$ cat src/rtl/pfra_pkg.sv
// ----------------------------------------------------------------------------
// pfra_pkg
// Shared types and constants for the page frame allocator.
// ----------------------------------------------------------------------------
`default_nettype none

package pfra_pkg;

  localparam int ADDR_W   = 40;
  localparam int STAT_W   = 3;
  localparam int S_DATA_W = 40;
  localparam int M_DATA_W = 48;
  localparam int CFG_AW   = 5;
  localparam int CFG_DW   = 64;

  localparam logic OP_ALLOC = 1'b0;
  localparam logic OP_FREE  = 1'b1;

  localparam logic [1:0] REG_MEMORY_BASE = 2'd0;
  localparam logic [1:0] REG_USER_LOW    = 2'd1;
  localparam logic [1:0] REG_MEMORY_TOP  = 2'd2;

  typedef enum logic [STAT_W-1:0] {
    ST_OK     = 3'd0,
    ST_OOM    = 3'd1,
    ST_NOPAGE = 3'd2,
    ST_DOUBLE = 3'd3,
    ST_BELOW  = 3'd4
  } status_t;

  typedef struct packed {
    logic clr_step;
    logic capture;
    logic prep;
    logic load;
    logic scan;
    logic alloc_hit;
    logic oom;
    logic free_chk;
    logic free_upd;
    logic out_load;
  } cmd_t;

  typedef struct packed {
    logic clr_last;
    logic op_free;
    logic scan_hit;
    logic scan_empty;
    logic f_stop;
    logic out_busy;
  } sts_t;

endpackage

`default_nettype wire

$ cat src/rtl/pfra_ctrl.sv
// ----------------------------------------------------------------------------
// pfra_ctrl
// Controller: clearing sweep, request sequencing and result hand-off.
// ----------------------------------------------------------------------------
`default_nettype none

module pfra_ctrl (
  input  wire             clk,
  input  wire             rst,
  input  wire             s_tvalid,
  output logic            s_tready,
  output pfra_pkg::cmd_t  cmd,
  input  pfra_pkg::sts_t  sts
);
  import pfra_pkg::*;

  typedef enum logic [7:0] {
    S_CLEAR = 8'b0000_0001,
    S_IDLE  = 8'b0000_0010,
    S_PREP  = 8'b0000_0100,
    S_LOAD  = 8'b0000_1000,
    S_SCAN  = 8'b0001_0000,
    S_FCHK  = 8'b0010_0000,
    S_FRD   = 8'b0100_0000,
    S_OUT   = 8'b1000_0000
  } state_t;

  state_t state, state_next;

  always_ff @(posedge clk) begin
    if (rst) begin
      state <= S_CLEAR;
    end else begin
      state <= state_next;
    end
  end

  always_comb begin
    state_next = state;
    cmd        = '0;
    s_tready   = 1'b0;
    unique case (state)
      S_CLEAR: begin
        cmd.clr_step = 1'b1;
        if (sts.clr_last) begin
          state_next = S_IDLE;
        end
      end
      S_IDLE: begin
        s_tready    = 1'b1;
        cmd.capture = s_tvalid;
        if (s_tvalid) begin
          state_next = S_PREP;
        end
      end
      S_PREP: begin
        cmd.prep   = 1'b1;
        state_next = sts.op_free ? S_FCHK : S_LOAD;
      end
      S_LOAD: begin
        cmd.load   = 1'b1;
        state_next = S_SCAN;
      end
      S_SCAN: begin
        cmd.scan = 1'b1;
        if (sts.scan_hit) begin
          cmd.alloc_hit = 1'b1;
          state_next    = S_OUT;
        end else if (sts.scan_empty) begin
          cmd.oom    = 1'b1;
          state_next = S_OUT;
        end
      end
      S_FCHK: begin
        cmd.free_chk = 1'b1;
        state_next   = sts.f_stop ? S_OUT : S_FRD;
      end
      S_FRD: begin
        cmd.free_upd = 1'b1;
        state_next   = S_OUT;
      end
      S_OUT: begin
        if (!sts.out_busy) begin
          cmd.out_load = 1'b1;
          state_next   = S_IDLE;
        end
      end
      default: begin
        state_next = S_IDLE;
      end
    endcase
  end

  a_accept_idle: assert property (@(posedge clk) disable iff (rst)
    (s_tvalid && s_tready) |=> (state == S_PREP))
    else $error("accepted request not started");

  a_out_free: assert property (@(posedge clk) disable iff (rst)
    cmd.out_load |-> !sts.out_busy)
    else $error("result overwritten before taken");

  a_scan_single: assert property (@(posedge clk) disable iff (rst)
    (cmd.alloc_hit || cmd.oom) |-> (state == S_SCAN) && !(cmd.alloc_hit && cmd.oom))
    else $error("scan outcome conflict");

endmodule

`default_nettype wire

$ cat config.mk
export PLATFORM = sky130hd
export DESIGN_NAME = pfra_ctrl
export DESIGN_NICKNAME = d
export VERILOG_FILES = /design/src/rtl/pfra_pkg.sv /design/src/rtl/pfra_ctrl.sv
export SDC_FILE = /design/constraint.sdc
export NUM_CORES = 1
export LEC_CHECK = 0
export BUFFER_PORTS_ARGS = -buffer_cell sky130_fd_sc_hd__buf_2
export CAP_MARGIN = 30
export CELL_PAD_IN_SITES_DETAIL_PLACEMENT = 1
export CELL_PAD_IN_SITES_GLOBAL_PLACEMENT = 2
export CORE_UTILIZATION = 30
export CTS_BUF_LIST = sky130_fd_sc_hd__clkbuf_2
export DETAILED_ROUTE_END_ITERATION = 12
export PLACE_DENSITY = 0.91
export SYNTH_ARGS = -nofsm -noshare
export SYNTH_HDL_FRONTEND = slang
export SYNTH_SLANG_ARGS = --single-unit
$ cat constraint.sdc
create_clock -name clk -period 3.9 [get_ports clk]
set_input_delay 0.39 -clock clk [delete_from_list [all_inputs] [get_ports clk]]
set_output_delay 0.39 -clock clk [all_outputs]
set_load 0.03 [all_outputs]
# --- After elaboration in Yosys (flattened, before gate mapping) ---
# Index checks and enable logic that the tools add are counted.
word_totals:
  ff_bits: 8
  input_bits: 9
  output_inout_bits: 11
  wordCells: 35
classes:
  eq_ne: 12
  n_mux: 21
  reduce_logical: 1
op_table:
  columns: ["cell", "count"]
  rows:
  - ["one-hot mux 8 bit (8 select lines)", 1]
  - ["two-way mux 8 bit", 6]
  - ["two-way mux 1 bit", 12]
  - ["equality test 8 x 1 -> 1 bit (second input constant)", 1]
  - ["equality test 8 x 2 -> 1 bit (second input constant)", 1]
  - ["equality test 8 x 3 -> 1 bit (second input constant)", 1]
  - ["equality test 8 x 4 -> 1 bit (second input constant)", 1]
  - ["equality test 8 x 5 -> 1 bit (second input constant)", 1]
  - ["equality test 8 x 6 -> 1 bit (second input constant)", 1]
  - ["equality test 8 x 7 -> 1 bit (second input constant)", 1]
  - ["equality test 8 bit (second input constant)", 1]
  - ["two-way mux 6 bit", 1]
  - ["inequality test 2 bit (second input constant)", 3]
  - ["AND reduction 4 bit", 1]
  - ["two-way mux 3 bit", 1]
  - ["inequality test 3 bit (second input constant)", 1]

# --- Longest topological paths before layout ---
logic_depth:
  depth_word: 3
  ltp_mapped: 6
  depth_no_buf: 5

# --- Least setup slack after synthesis ---
# OpenSTA, ideal clock, no wires.
synth_path:
  path_type: "flip-flop to output port"
  from: "register state[7]"
  to: "output port cmd[8] (netlist name)"
  t_arrival_ps: 1778
  required_time_ps: 3510
  slack_ps: 1732
  path_stages_with_launch: 5
  n_path_buf: 0
  cell_sequence: "dfxtp_1 nor4_2 nand2_1 nor3b_2 and2_1"
synth_rtl:
  columns: ["element", "line_no", "source"]
  rows:
  - ["start, declared", "pfra_ctrl.sv:28", "state_t state, state_next;"]
  - ["start signal, assigned", "pfra_ctrl.sv:34", "state <= state_next;"]
  - ["end, declared", "pfra_ctrl.sv:12", "output pfra_pkg::cmd_t cmd,"]

==> results.sh <==
export IMPL_cp_start_kind="register"
export IMPL_wirelength_um=1430
export IMPL_post_cts_buffers=0
export IMPL_synthCells=69
export IMPL_grt_start_max_net_pins=11
export IMPL_place_area_um2=681
export IMPL_dpl_worst_slack_ns=1.98
export IMPL_hold_start="sts[4]"
export IMPL_synth_area_um2=582
export IMPL_cts_num_sinks=8
export IMPL_routedWlPerCell_um=12.6
export IMPL_first_global_vias=568
export IMPL_core_mm2=0.00176
export IMPL_worst_r2r_cell_count=5
export IMPL_layout_cells_non_filler=113
export IMPL_root_buffer="clkbuf_2"
export IMPL_antenna_cells=0
export IMPL_power_switching_mw=0.0600
export IMPL_post_route_period_util_pct=55.3
export IMPL_yosysTopAreaCellShare_pct=27.5
export IMPL_top_regs="state x8"
export IMPL_finalInstanceArea_um2=696
export IMPL_place_inst=110
export IMPL_crit_path_max_fanout=6
export IMPL_crit_arrival_ns=1.76
export IMPL_cp_top_family="simple AND/OR/NAND/NOR gates"
export IMPL_die_area_mm2=0.00212
export IMPL_firstDrtPassIters=2
export IMPL_hold_viol=0
export IMPL_die_h_um=46.0
export IMPL_ant_nets=0
export IMPL_htreeDepth=1
export IMPL_clkPwrFrac_pct=25.4
export IMPL_synth_top_family_by_area="simple AND/OR/NAND/NOR gates"
export IMPL_skew_ns=0.00109
export IMPL_rsz0062_at_grt="false"
export IMPL_ctsHoldBuffers=0
export IMPL_largest_register_ffs=8
export IMPL_path_class="register to output port"
export IMPL_routed_via_density=5.08
export IMPL_synth_cell_types=30
export IMPL_maxCapViolations=0
export IMPL_fmax_mhz=464
export IMPL_antenna_found_initial=0
export IMPL_irDropWorstVdd_mv=0.102
export IMPL_grt_pass1_wl_um=2360
export IMPL_hold_path_cell_count=2
export IMPL_place_hpwl_um=1160
export IMPL_drive_gt1_share_pct=36.4
export IMPL_synth_xor_area_share_pct=1.51
export IMPL_fin_nets=99
export IMPL_critPathCaptureType="output port"
export IMPL_grt_ovfl_total=0
export IMPL_cts_tree="done"
export IMPL_hold_class="input port to register"
export IMPL_num_vias=574
export IMPL_power_density_mw_per_mm2=265
export IMPL_synth_warnings=0
export IMPL_rr_endpoint="state[1]$_SDFFE_PP0P_"
export IMPL_p_leak_nw=0.328
export IMPL_final_cell_mix="buf_2, dfxtp_1, nor2_1"
export IMPL_seqPwrFrac_pct=50.2
export IMPL_slew_headroom_pct=71.7
export IMPL_period_minus_slack_ns=2.16
export IMPL_grtUsageTotal_pct=16.1
export IMPL_rrSetupSlack_ns=2.26
export IMPL_hold_slack_ns=0.331
export IMPL_holdPathEnd="state[3]$_SDFFE_PP0P_"
export IMPL_drcViolationCount=0
export IMPL_io_pins=20
export IMPL_pwr_share_comb_pct=24.4
export IMPL_clock_latency_ns=0.23
export IMPL_synth_compound_gate_area_share_pct=10.8
export IMPL_synth_area_leaders="dfxtp_1, nor4b_2, nor2_1"
export IMPL_rows=15
export IMPL_area_delta_synth_final_pct=19.6
export IMPL_crit_buf_inv=1
export IMPL_cts_buffer_depth=2
export IMPL_chipWidth_um=46.0
export IMPL_clk_pin_slew_ns=0.07
export IMPL_swShare_pct=32.6
export IMPL_yosysSeqAreaShare_pct=27.5
export IMPL_synthAdderAreaFrac_pct=0
export IMPL_max_stage_delay_ns=0.44
export IMPL_mappedNetlistNets=78
export IMPL_synth_area_leader_cell="dfxtp_1"
export IMPL_slew_viol_final=0
export IMPL_gp_congestion=0.756
export IMPL_synth_seq_cells=8
export IMPL_tns_ns=0
export IMPL_cts_resized=0
export IMPL_start_util_pct=33.0
export IMPL_final_common_cell="buf_2"
export IMPL_setup_viol=0
export IMPL_run_status="finished clean"
export IMPL_synth_avg_cell_area_um2=8.43
export IMPL_top_register="state"
export IMPL_tightest_slew_ns=0.420
export IMPL_worstPathCellList="nor4_2, nand2_1, nor3b_2, and2_1, buf_2"
export IMPL_p_int_mw=0.124
export IMPL_final_core_util_pct=39.4
export IMPL_required_ns=3.51
export IMPL_drt_iter0_drc=4
export IMPL_synthMuxAreaShare_pct=0
export IMPL_cts_made_buffers=3
export IMPL_power_total_mw=0.184
export IMPL_r2r_start="state[1]$_SDFFE_PP0P_"
export IMPL_slowest_stage="nor4_2"
export IMPL_io_buffers=19
export IMPL_setup_slack_ns=1.75
export IMPL_synthSimpleGateAreaFrac_pct=54.8
## kinds of logic after synthesis
kind of cell    count (synthesis)
flops                           8
simple gates                   46
xor+xnor                        1
compound gates                 10
buf+inv                         4
## cell usage after synthesis
| cell type | count |
|---|---|
| nor3b_2 | 2 |
| nor2_2 | 1 |
| o21bai_1 | 1 |
| nand3_1 | 4 |
| and3b_1 | 1 |
| nand2_1 | 4 |
| nor2b_1 | 3 |
| nor3b_1 | 2 |
| nand4b_1 | 1 |
| o21ai_0 | 3 |
| nor2_1 | 7 |
| nor4_1 | 1 |
| nand4_1 | 2 |
| dfxtp_1 | 8 |
| nor4b_1 | 3 |
| nor4b_2 | 2 |
| nor3_1 | 1 |
| and3_1 | 4 |
| or3_1 | 1 |
| nand3_2 | 1 |
| nor4_2 | 2 |
| inv_1 | 1 |
| buf_6 | 2 |
| and2_1 | 3 |
| a21o_1 | 1 |
| nor3_2 | 1 |
| buf_2 | 1 |
| a21oi_1 | 4 |
| o211ai_2 | 1 |
| xor2_1 | 1 |
## how the worst max path moves through the flow
stage / endpoint / startpoint / depth (start not counted) / slack, ns
2_1_floorplan: cmd[8] / state[7]$_SDFFE_PP0P_ / 4 / 1.73
3_3_place_gp: cmd[8] / state[7]$_SDFFE_PP0P_ / 5 / 2.03
3_5_place_dp: cmd[8] / state[7]$_SDFFE_PP0P_ / 5 / 1.98
4_1_cts: cmd[8] / state[7]$_SDFFE_PP0P_ / 5 / 1.70
5_1_grt: cmd[8] / state[2]$_SDFFE_PP0P_ / 5 / 1.55
6_report: cmd[8] / state[7]$_SDFFE_PP0P_ / 5 / 1.75
## layout make-up
class,instances,area [um^2]
repair buffers,19,95.1
flip-flops and latches,8,160
well taps,25,31.3
fillers,235,1070
clock buffers,3,15.0
inverters,1,3.75
multi-input cells,57,390
## routing by layer
layer  vias up  routed length, um  share of wire, %  global-route usage [%]
met5         -                  0                 0                       0
met4         0                 19               1.3                    13.5
met3         2                 37               2.6                    1.19
met2        11                681                48                    23.1
met1       265                688                48                    21.6
li1        296                  -                 -                       -
## power by group through the flow
stage	Combinational [mW]	Clock (mW)	Sequential [mW]
after global routing	0.0496	0.0548	0.0938
after CTS	0.0455	0.0521	0.0924
after global placement	0.0451	0	0.0942
final	0.0449	0.0468	0.0924
after floorplan	0.0405	0	0.0886
after detailed placement	0.0453	0	0.0944
Note: power is estimated with default switching activity, not from simulation.
